[src/lfd_pkg.sv]
// ----------------------------------------------------------------------------
// lfd_pkg: shared types and functions of the line frame deframer
// frame record passed from the front part to the back part, crc step
// ----------------------------------------------------------------------------
package lfd_pkg;

  localparam int unsigned MaxLines  = 8;
  localparam logic [15:0] CrcInit   = 16'hFFFF;
  localparam logic [15:0] CrcPoly   = 16'hA001;
  localparam int unsigned QueueDepth = 2;

  typedef struct packed {
    logic [7:0]  position;
    logic [1:0]  length_class;
    logic        first_side;
    logic        meta_last;
    logic        crc_ok;
    logic [15:0] first_seen_tick;
  } frame_t;

  // one byte of the reflected crc-16
  function automatic logic [15:0] crc_byte(input logic [15:0] crc_in, input logic [7:0] b);
    logic [15:0] c;
    c = crc_in ^ {8'h00, b};
    for (int k = 0; k < 8; k++) begin
      if (c[0]) begin
        c = (c >> 1) ^ CrcPoly;
      end else begin
        c = c >> 1;
      end
    end
    return c;
  endfunction

endpackage

[src/line_frame_deframer_crc16_top.sv]
// ----------------------------------------------------------------------------
// line_frame_deframer_crc16_top: line frame deframer with crc-16 check
//
// channel   dir  handshake               payload
// s_axis    in   s_tvalid / s_tready     frame_byte, now_tick
// m_axis    out  m_tvalid / m_tready     one result per five-byte frame
// apb       in   psel / penable / pready gap_limit at addresses 0 to 3
//
// one byte item a cycle unless queue is full; crc runs bytewise in lfd_front
// a result is queued with its fifth byte, then loaded into the output register
// a two-entry queue and the output register part input and output stalls
// synchronous active-high reset; no clearing pass
// ----------------------------------------------------------------------------
module line_frame_deframer_crc16_top (
  input  logic        clk,
  input  logic        rst,
  input  logic        s_tvalid,
  output logic        s_tready,
  input  logic [23:0] s_tdata,   // frame_byte[7:0], now_tick[23:8]
  output logic        m_tvalid,
  input  logic        m_tready,
  // line_position[7:0], length_class[9:8], first_side[10], last_line[11],
  // crc_ok[12], line_number[16:13], first_seen_tick[32:17], zero[39:33]
  output logic [39:0] m_tdata,
  input  logic        psel,
  input  logic        penable,
  input  logic        pwrite,
  input  logic [2:0]  paddr,
  input  logic [31:0] pwdata,
  output logic [31:0] prdata,
  output logic        pready
);

  logic [7:0]      gap_limit;
  logic            q_full;
  logic            q_push;
  logic            q_pop;
  logic            q_not_empty;
  lfd_pkg::frame_t q_in;
  lfd_pkg::frame_t q_out;

  assign pready = 1'b1;
  assign prdata = (paddr[2] == 1'b0) ? {24'h0, gap_limit} : 32'h0;

  always_ff @(posedge clk) begin
    if (rst) begin
      gap_limit <= 8'd2;
    end else if (psel && penable && pwrite && pready && (paddr[2] == 1'b0)) begin
      gap_limit <= pwdata[7:0];
    end
  end

  lfd_front u_front (
    .clk        (clk),
    .rst        (rst),
    .gap_limit  (gap_limit),
    .in_valid   (s_tvalid),
    .in_ready   (s_tready),
    .frame_byte (s_tdata[7:0]),
    .now_tick   (s_tdata[23:8]),
    .q_full     (q_full),
    .q_push     (q_push),
    .q_data     (q_in)
  );

  lfd_queue u_queue (
    .clk       (clk),
    .rst       (rst),
    .push      (q_push),
    .push_data (q_in),
    .full      (q_full),
    .pop       (q_pop),
    .not_empty (q_not_empty),
    .pop_data  (q_out)
  );

  lfd_back u_back (
    .clk         (clk),
    .rst         (rst),
    .q_not_empty (q_not_empty),
    .q_data      (q_out),
    .q_pop       (q_pop),
    .out_valid   (m_tvalid),
    .out_ready   (m_tready),
    .out_data    (m_tdata)
  );

endmodule

[src/lfd_front.sv]
// ----------------------------------------------------------------------------
// lfd_front: byte intake and frame assembly
// tracks tick gaps, collects five bytes, runs the crc and checks a frame
// ----------------------------------------------------------------------------
module lfd_front (
  input  logic                 clk,
  input  logic                 rst,
  input  logic [7:0]           gap_limit,
  input  logic                 in_valid,
  output logic                 in_ready,
  input  logic [7:0]           frame_byte,
  input  logic [15:0]          now_tick,
  input  logic                 q_full,
  output logic                 q_push,
  output lfd_pkg::frame_t      q_data
);

  logic [2:0]  byte_count;
  logic [2:0]  byte_count_next;
  logic [15:0] last_byte_tick;
  logic [15:0] first_tick;
  logic [15:0] first_tick_next;
  logic [15:0] crc;
  logic [15:0] crc_next;
  logic [7:0]  byte_buffer [4];
  logic [15:0] gap;
  logic [2:0]  count_eff;
  logic [15:0] rx_crc;
  logic        take;

  assign in_ready = !q_full;
  assign take     = in_valid && in_ready;

  always_comb begin
    gap             = now_tick - last_byte_tick;
    count_eff       = (gap > {8'h00, gap_limit}) ? 3'd0 : byte_count;
    first_tick_next = (first_tick == 16'h0000) ? now_tick : first_tick;
    byte_count_next = (count_eff < 3'd4) ? count_eff + 3'd1 : 3'd0;
    if (count_eff == 3'd0) begin
      crc_next = lfd_pkg::crc_byte(lfd_pkg::CrcInit, frame_byte);
    end else if (count_eff == 3'd1) begin
      crc_next = lfd_pkg::crc_byte(crc, frame_byte);
    end else begin
      crc_next = crc;
    end
    rx_crc = {8'h00, byte_buffer[2]} | {1'b0, byte_buffer[3], 7'b0}
           | {frame_byte[1:0], 14'b0};
  end

  always_comb begin
    q_push                  = take && (count_eff == 3'd4);
    q_data.position         = byte_buffer[1];
    q_data.length_class     = byte_buffer[0][5:4];
    q_data.first_side       = byte_buffer[0][6];
    q_data.meta_last        = byte_buffer[0][0];
    q_data.crc_ok           = (crc == rx_crc);
    q_data.first_seen_tick  = first_tick_next;
  end

  always_ff @(posedge clk) begin
    if (rst) begin
      byte_count     <= 3'd0;
      last_byte_tick <= 16'h0000;
      first_tick     <= 16'h0000;
    end else if (take) begin
      byte_count     <= byte_count_next;
      last_byte_tick <= now_tick;
      first_tick     <= first_tick_next;
    end
  end

  always_ff @(posedge clk) begin
    if (take) begin
      crc <= crc_next;
      if (count_eff < 3'd4) begin
        byte_buffer[count_eff[1:0]] <= frame_byte;
      end
    end
  end

endmodule

[src/lfd_queue.sv]
// ----------------------------------------------------------------------------
// lfd_queue: short frame record queue
// two-entry fifo between the front and back parts
// ----------------------------------------------------------------------------
module lfd_queue (
  input  logic                 clk,
  input  logic                 rst,
  input  logic                 push,
  input  lfd_pkg::frame_t      push_data,
  output logic                 full,
  input  logic                 pop,
  output logic                 not_empty,
  output lfd_pkg::frame_t      pop_data
);

  localparam int unsigned PtrW = $clog2(lfd_pkg::QueueDepth);
  localparam int unsigned CntW = $clog2(lfd_pkg::QueueDepth + 1);

  lfd_pkg::frame_t entries [lfd_pkg::QueueDepth];
  logic [PtrW-1:0] wr_ptr;
  logic [PtrW-1:0] rd_ptr;
  logic [CntW-1:0] fill;

  assign full      = (fill == CntW'(lfd_pkg::QueueDepth));
  assign not_empty = (fill != '0);
  assign pop_data  = entries[rd_ptr];

  always_ff @(posedge clk) begin
    if (rst) begin
      wr_ptr <= '0;
      rd_ptr <= '0;
      fill   <= '0;
    end else begin
      if (push) begin
        wr_ptr <= (wr_ptr == PtrW'(lfd_pkg::QueueDepth - 1)) ? '0 : wr_ptr + 1'b1;
      end
      if (pop) begin
        rd_ptr <= (rd_ptr == PtrW'(lfd_pkg::QueueDepth - 1)) ? '0 : rd_ptr + 1'b1;
      end
      if (push && !pop) begin
        fill <= fill + 1'b1;
      end else if (pop && !push) begin
        fill <= fill - 1'b1;
      end
    end
  end

  always_ff @(posedge clk) begin
    if (push) begin
      entries[wr_ptr] <= push_data;
    end
  end

endmodule

[src/lfd_back.sv]
// ----------------------------------------------------------------------------
// lfd_back: frame result stage
// numbers good lines with a saturating count and holds the result register
// ----------------------------------------------------------------------------
module lfd_back (
  input  logic                 clk,
  input  logic                 rst,
  input  logic                 q_not_empty,
  input  lfd_pkg::frame_t      q_data,
  output logic                 q_pop,
  output logic                 out_valid,
  input  logic                 out_ready,
  output logic [39:0]          out_data
);

  logic [3:0]  good_lines;
  logic [3:0]  good_lines_next;
  logic [3:0]  line_number;
  logic [39:0] result_next;

  assign q_pop = q_not_empty && (!out_valid || out_ready);

  always_comb begin
    line_number     = q_data.crc_ok ? good_lines : 4'd0;
    good_lines_next = good_lines;
    if (q_data.crc_ok && (good_lines < 4'(lfd_pkg::MaxLines))) begin
      good_lines_next = good_lines + 4'd1;
    end
    result_next = {7'b0, q_data.first_seen_tick, line_number, q_data.crc_ok,
                   q_data.crc_ok & q_data.meta_last, q_data.first_side,
                   q_data.length_class, q_data.position};
  end

  always_ff @(posedge clk) begin
    if (rst) begin
      out_valid  <= 1'b0;
      good_lines <= 4'd0;
    end else begin
      if (q_pop) begin
        out_valid  <= 1'b1;
        good_lines <= good_lines_next;
      end else if (out_ready) begin
        out_valid <= 1'b0;
      end
    end
  end

  always_ff @(posedge clk) begin
    if (q_pop) begin
      out_data <= result_next;
    end
  end

endmodule

[config.mk]
export PLATFORM = sky130hd
export DESIGN_NAME = line_frame_deframer_crc16_top
export DESIGN_NICKNAME = d
export VERILOG_FILES = /design/src/lfd_pkg.sv /design/src/line_frame_deframer_crc16_top.sv /design/src/lfd_front.sv /design/src/lfd_queue.sv /design/src/lfd_back.sv
export SDC_FILE = /design/constraint.sdc
export NUM_CORES = 1
export LEC_CHECK = 0
export ABC_AREA = 1
export CAP_MARGIN = 20
export CORE_ASPECT_RATIO = 1.2
export CORE_MARGIN = 5
export CORE_UTILIZATION = 53
export CTS_BUF_LIST = sky130_fd_sc_hd__clkbuf_8
export CTS_CLUSTER_DIAMETER = 50
export DETAILED_ROUTE_END_ITERATION = 10
export DONT_BUFFER_PORTS = 1
export GPL_ROUTABILITY_DRIVEN = 0
export PLACE_DENSITY = 0.68
export SLEW_MARGIN = 15
export SYNTH_ARGS = -nofsm -noshare
export SYNTH_HDL_FRONTEND = slang
export SYNTH_SLANG_ARGS = --single-unit
[constraint.sdc]
create_clock -name clk -period 5.6 [get_ports clk]
set_input_delay 0.84 -clock clk [delete_from_list [all_inputs] [get_ports clk]]
set_output_delay 0.84 -clock clk [all_outputs]
set_load 0.02 [all_outputs]
; Word level (Yosys, flattened, before mapping)
; Memories as Yosys holds them, arrays and structs flattened. A register that Yosys moved wholly into a read port is not among the register bits.
; Index checks and enable logic that the tools add are counted.
; W data, S select, Z words.
[totals]
reg_bits = 101
latch_bits = 0
ram_bits = 90
romBits = 0
input_bits = 66
wordCells = 128
memories = 2
[memory_table]
columns = memory, depth, width, rd, rd_clocked_by_memory_dff, wr, line
row1 = u_queue.entries, 2, 29, 1, 1, 1, lfd_queue.sv:19  ; lfd_pkg::frame_t entries [lfd_pkg::QueueDepth];
row2 = u_front.byte_buffer, 4, 8, 4, 0, 1, lfd_front.sv:25  ; logic [7:0] byte_buffer [4];
[classes]
addsub = 7
mul = 0
div_mod_pow = 0
magnitude_cmp = 3
n_eq_ne = 4
shifts = 0
muxes = 56
bitwise = 22
n_reduce_logical = 22
[op_table]
columns = operator, count
row1 = $mux W16, 40
row2 = $not A2 Y3, 16
row3 = $eq A16 B16 Y1, 1
row4 = $gt A16 B8 Y1, 1
row5 = $logic_not A16 Y1, 1
row6 = $not A8 Y16, 1
row7 = $or A16 B16 Y16, 1
row8 = $sub A16 B16 Y16, 1
row9 = $xor A16 B8 Y16, 1
row10 = $or A8 B15 Y15, 1
row11 = $mux W1, 11
row12 = $logic_and A1 B1 Y1, 9
row13 = $mux W8, 1
row14 = $reduce_bool A2 Y1, 4
row15 = $mux W3, 2
row16 = $add A4 B1 Y4 const B, 1
row17 = $logic_not A1 Y1, 4
row18 = $lt A4 B4 Y1 const B, 1
row19 = $mux W2, 2
row20 = $reduce_and A2 Y1, 2
row21 = $add A3 B1 Y3 const B, 1
row22 = $eq A3 B1 Y1 const B, 1
row23 = $eq A3 B3 Y1 const B, 1
row24 = $logic_not A3 Y1, 1
row25 = other kinds (8), 9

; Logic depth before layout (Yosys ltp)
[depth]
depth_word = 34
ltp_mapped = 30

; By module
; A second synthesis with hierarchy kept.
[unflattened]
hier_cells = 931
hier_area_um2 = 9355.2
[by_module_without_submodules]
columns = module, instances, cells_per_inst, area_each_um2
row1 = lfd_front, 1, 624, 5002.3
row2 = lfd_queue, 1, 123, 2359.8
row3 = lfd_back, 1, 86, 1333.8
row4 = line_frame_deframer_crc16_top, 1, 98, 659.4

; Worst setup path before layout
; Ideal clock, no wire load.
[synth_path]
kind = input to register
startpoint = in s_tdata[8]
endpoint = mem u_queue.entries[0][0] in the netlist's numbering, enable pin
setup_ps = 415
arrival_ps = 4585
setup_slack_ps = 600
cell_stages = 24
path_buffers = 0
path_cell_list = inv_1 > ha_1 > fa_1 > inv_1 > nand2_1 > nand2_1 > and2_1 > xor2_1 > ha_1 > nand2_1 > nor2_1 > nand2_1 > nand2_1 > nand2_1 > nand3_1 > nor2_1 > nand2_1 > nor2_1 > nand2_1 > ha_1 > inv_1 > nor2_1 > nand4_1 > nor2_1
[synth_between]
elab_chain_cells = 7
[synth_rtl]
columns = element, line
row1 = from (decl), line_frame_deframer_crc16_top.sv:19  ; input logic [23:0] s_tdata,
row2 = $sub A16 B16 Y16, lfd_front.sv:35  ; gap = now_tick - last_byte_tick;
row3 = $gt A16 B8 Y1, lfd_front.sv:36  ; count_eff = (gap > {8'h00, gap_limit}) ? 3'd0 : byte_count;
row4 = $mux W3, lfd_front.sv:36
row5 = $eq A3 B3 Y1, lfd_front.sv:51  ; q_push = take && (count_eff == 3'd4);
row6 = $logic_and A1 B1 Y1, lfd_front.sv:51
row7 = $mux W1, lfd_queue.sv:49  ; if (push) begin
row8 = $mux W1 (not written as such), lfd_queue.sv:50  ; entries[wr_ptr] <= push_data;
row9 = to (decl), lfd_queue.sv:19
; No other way between the ends.

; Worst setup path in the final report
[layout_path]
startpoint = in s_tdata[8]
endpoint = reg u_queue.fill[1]
[layout_between]
elab_chain_cells = 8
[layout_rtl]
columns = element, line
row1 = $sub A16 B16 Y16 (*), lfd_front.sv:35
row2 = $gt A16 B8 Y1 (*), lfd_front.sv:36
row3 = $mux W3 (*), lfd_front.sv:36
row4 = $eq A3 B3 Y1 (*), lfd_front.sv:51
row5 = $logic_and A1 B1 Y1 (*), lfd_front.sv:51
row6 = via q_push, line_frame_deframer_crc16_top.sv:36  ; logic q_push;
row7 = $logic_not A1 Y1, lfd_queue.sv:42  ; end else if (pop && !push) begin
row8 = $logic_and A1 B1 Y1, lfd_queue.sv:42
row9 = $reduce_bool A2 Y1 (no source line), n/a
row10 = to (signal assigned), lfd_queue.sv:41  ; fill <= fill + 1'b1;
row11 = to (signal assigned), lfd_queue.sv:43  ; fill <= fill - 1'b1;
row12 = to (decl), lfd_queue.sv:22  ; logic [CntW-1:0] fill;
; The timed path passes the listed nets; every way through them passes the cells marked *.
; A chain may end at the register's enable or synchronous reset.

==> out/qor.json <==
{
  "worst_setup_path": {
    "maximum_fanout_encountered_on_the_critical_timing_path": 3,
    "worst-endpoint-arrival_ps": 4740,
    "worst-endpoint-required_ps": 5960,
    "cp-end-kind": "register",
    "critical_path.startpoint_type": "primary input",
    "worst-setup-path-type": "in -> reg"
  },
  "route": {
    "detail-route-antenna-nets": 0,
    "routed_wirelength_um": 16900,
    "drtIter0Drc": 396,
    "wl_per_cell_um": 14.9,
    "via_count": 5681,
    "drtPass1Iterations": 5,
    "average_vias_per_placed_instance": 5.01,
    "drc": 0
  },
  "run": {
    "maxCapViolations": 0
  },
  "layout": {
    "postLayoutCellArea_um2": 9610,
    "ff_latch_area_um2": 5110,
    "num-nets-final": 1000,
    "drive_above_1_share_pct": 11.5,
    "layout.cells.non_filler": 1133,
    "utilization_pct": 57.2,
    "synthToLayoutAreaGrowth_pct": 6.31,
    "multiInputGateArea_um2": 3220,
    "fillCellCount": 1491,
    "diodes_inserted": 0
  },
  "clock_network": {
    "cts_tree": "built",
    "clk_root_buffer_cell": "sky130_fd_sc_hd__clkbuf_8",
    "cts.hold.buffers_added": 0,
    "post-cts-setup-buffers": 0,
    "h-tree-depth": 4,
    "cts_num_sinks": 188,
    "clk-insertion-delay-late_ps": 470,
    "clk_path_buf_depth": 2,
    "cts_buffers": 17,
    "cts_repair_resize_count": 0,
    "cts.clk_slew.worst_paths_ps": 110
  },
  "sta": {
    "report.final.setup_viol": 0,
    "slew_headroom_pct": 50.7,
    "period_needed_ps": 4380,
    "setup_ws_ps": 1220,
    "achievable-frequency_ghz": 0.228,
    "hold_violations": 0,
    "setup-tns-final_ps": 0,
    "skew_ps": 16.9,
    "tightest_slew_ps": 737,
    "grt_setup_unrepaired": "no",
    "drv_slew": 0,
    "period_share_pct": 78.2,
    "worst_hold_slack_ps": 432
  },
  "placement": {
    "number_of_cells_in_the_design_after_placement": 1101,
    "buffer_ports.inserted": 0,
    "preCtsSetupSlack_ps": 682,
    "detailed_place.area_um2": 9190,
    "detailed_placement_hpwl_um": 12500
  },
  "synth": {
    "synth-compound-area-share_pct": 6.23,
    "proportion_of_synthesized_chip_area_in_sequential_cells_pct": 56.6,
    "synth_area_leader_cell": "sky130_fd_sc_hd__edfxtp_1",
    "ys.flop_type": "sky130_fd_sc_hd__edfxtp_1",
    "ys.warnings.count": 0,
    "netlist_instances": 897,
    "main_combinational_cell_family_by_area_after_synthesis": "simple AND/OR/NAND/NOR gates",
    "yosys_register_bits": 188,
    "synth.area.top_cells": "sky130_fd_sc_hd__edfxtp_1 (45%), sky130_fd_sc_hd__dfxtp_1 (12%), sky130_fd_sc_hd__nand2_1 (7.1%)",
    "synth_top_area_share_pct": 44.9,
    "post_synth_num_cell_types": 40,
    "post_synthesis_share_of_cell_area_spent_on_full_adders_half_adders_and_majority_gates_pct": 4.24,
    "synth_enable_flop_cells": 135,
    "post-synth-top-count-cell": "sky130_fd_sc_hd__nand2_1",
    "syn_area_um2": 9040,
    "xor_and_xnor_area_share_after_synthesis_pct": 5.22,
    "cell_types_with_the_highest_counts_after_synthesis": "sky130_fd_sc_hd__nand2_1 (171), sky130_fd_sc_hd__edfxtp_1 (135), sky130_fd_sc_hd__inv_1 (129), sky130_fd_sc_hd__dfxtp_1 (53), sky130_fd_sc_hd__nor2_1 (53)",
    "yosys-mux-area-fraction_pct": 3.49,
    "synth-simple-area-share_pct": 15.0,
    "syn_area_per_cell_um2": 10.1,
    "async_s_r_ff_share_synth_pct": 0
  },
  "grt": {
    "met3_capacity_usage_during_global_routing_pct": 3.94,
    "grt_start_max_net_pins": 52,
    "first_global_vias": 5547,
    "groute.layer.met2.usage_pct": 29.4,
    "aggregate_global_routing_overflow": 0,
    "wire_length_of_the_first_global_routing_pass_um": 28000,
    "grt_busiest_layer": "met2",
    "antenna_found_initial": 0,
    "groute.usage.overall_pct": 17.9,
    "gr-usage-met1_pct": 23.5
  },
  "die": {
    "start_util_pct": 53.8,
    "row_count": 52,
    "io_pins": 141,
    "design.core.area_um2": 16800,
    "die_outline_width_um": 129,
    "design.die.area_um2": 19800,
    "dieHeight_um": 153
  },
  "pwr": {
    "cellLeakagePower_nw": 4.01,
    "ir_worst_vdd_uv": 160,
    "total_power_mw": 4.16,
    "power_density_nw_per_um2": 433
  },
  "hold_path": {
    "class_of_the_most_critical_hold_timing_path": "in -> reg"
  },
  "outcome": {
    "result_of_the_run": "completed"
  }
}
[layout make-up]
class	instances	area share [%]
clock buffer	17	2.44
timing repair buffer	8	0.834
multi-input combinational	555	33.5
tap	216	2.81
clock inverter	15	1.90
sequential	188	53.2
inverter	134	5.26
[where the power goes]
| part | total, mW | internal, mW | switching (mW) |
|---|---|---|---|
| Combinational | 1.20 | 0.401 | 0.799 |
| Sequential | 2.05 | 1.83 | 0.224 |
| Clock | 0.910 | 0.349 | 0.560 |
| Total | 4.16 | 2.58 | 1.58 |
[worst max-delay path: stages]
cell                      delay (ps)
sky130_fd_sc_hd__inv_1            70
sky130_fd_sc_hd__ha_1            240
sky130_fd_sc_hd__fa_1            400
sky130_fd_sc_hd__inv_1           110
sky130_fd_sc_hd__nand2_1          60
sky130_fd_sc_hd__nand2_1          70
sky130_fd_sc_hd__and2_1          170
sky130_fd_sc_hd__xor2_1           90
sky130_fd_sc_hd__ha_1            280
sky130_fd_sc_hd__nand2_1          40
sky130_fd_sc_hd__nor2_1          120
sky130_fd_sc_hd__nand4_1         100
sky130_fd_sc_hd__nand2_1         130
sky130_fd_sc_hd__nand3_1          90
sky130_fd_sc_hd__nor2_1          110
sky130_fd_sc_hd__nand2_1          60
sky130_fd_sc_hd__nor2_1          200
sky130_fd_sc_hd__nand2_1         150
sky130_fd_sc_hd__ha_1            260
sky130_fd_sc_hd__inv_1            80
sky130_fd_sc_hd__nor2_1           60
sky130_fd_sc_hd__nand4_1         170
sky130_fd_sc_hd__inv_1            70
sky130_fd_sc_hd__ha_1            310
sky130_fd_sc_hd__a21oi_1         120
sky130_fd_sc_hd__o21ai_0         110
sky130_fd_sc_hd__o21ai_0         160
sky130_fd_sc_hd__a21oi_1          60
[registers in the layout, indices dropped and copies added (netlist names), named ones only]
register,count
u_front.byte_count,3
gap_limit,8
u_queue.entries,58
u_queue.rd_ptr,1
u_back.out_data,33
u_front.last_byte_tick,16
u_back.good_lines,4
u_queue.wr_ptr,1
u_front.first_tick,16
u_back.out_valid,1
u_front.byte_buffer,28
u_queue.fill,2
u_front.crc,16
[cells by family (layout without fill, tap and decap cells)]
logic type | after synthesis | in the layout
AO/OA/AOI/OAI | 106 | 106
XOR/XNOR | 53 | 53
adder cells (fa/ha/maj) | 30 | 30
buffers and inverters | 184 | 174
flip-flops | 188 | 188
multiplexers | 28 | 28
other | 2 | 32
AND/OR/NAND/NOR | 306 | 306
[metal layers]
| metal | part of all wire [%] | vias up |
|---|---|---|
| met5 | 0 | - |
| met4 | 2.3 | 0 |
| met3 | 4.6 | 28 |
| met2 | 49 | 141 |
| met1 | 44 | 2631 |
| li1 | - | 2881 |
[worst paths after layout]
path | start | to | slack (ps) | cells past startpoint
setup / recovery | s_tdata[8] | u_queue.fill[1] | 1220 | 28
hold reg to reg | u_front.byte_buffer[1][7] | u_queue.entries[0][28] | 450 | 0
setup reg to reg | u_front.last_byte_tick[6] | u_queue.fill[1] | 1340 | 27
hold / removal | rst | u_queue.fill[0] | 430 | 1
[layout by cell type (no fill, tap or decap), types with 7 or more instances in the layout]
master | synthesis | layout
sky130_fd_sc_hd__xor2_1 | 28 | 28
sky130_fd_sc_hd__inv_1 | 129 | 129
sky130_fd_sc_hd__ha_1 | 29 | 29
sky130_fd_sc_hd__conb_1 | 2 | 32
sky130_fd_sc_hd__clkbuf_8 | 0 | 17
sky130_fd_sc_hd__nand3_1 | 26 | 26
sky130_fd_sc_hd__xnor2_1 | 24 | 24
sky130_fd_sc_hd__buf_4 | 32 | 7
sky130_fd_sc_hd__nand2_1 | 171 | 171
sky130_fd_sc_hd__o21ai_0 | 49 | 49
sky130_fd_sc_hd__edfxtp_1 | 135 | 135
sky130_fd_sc_hd__nand2_2 | 11 | 11
sky130_fd_sc_hd__a21oi_1 | 47 | 46
sky130_fd_sc_hd__dfxtp_1 | 53 | 53
sky130_fd_sc_hd__nor2_1 | 53 | 52
sky130_fd_sc_hd__nand4_1 | 12 | 12
sky130_fd_sc_hd__mux2_2 | 28 | 28
No activity file was read; power rests on OpenSTA's default activity.
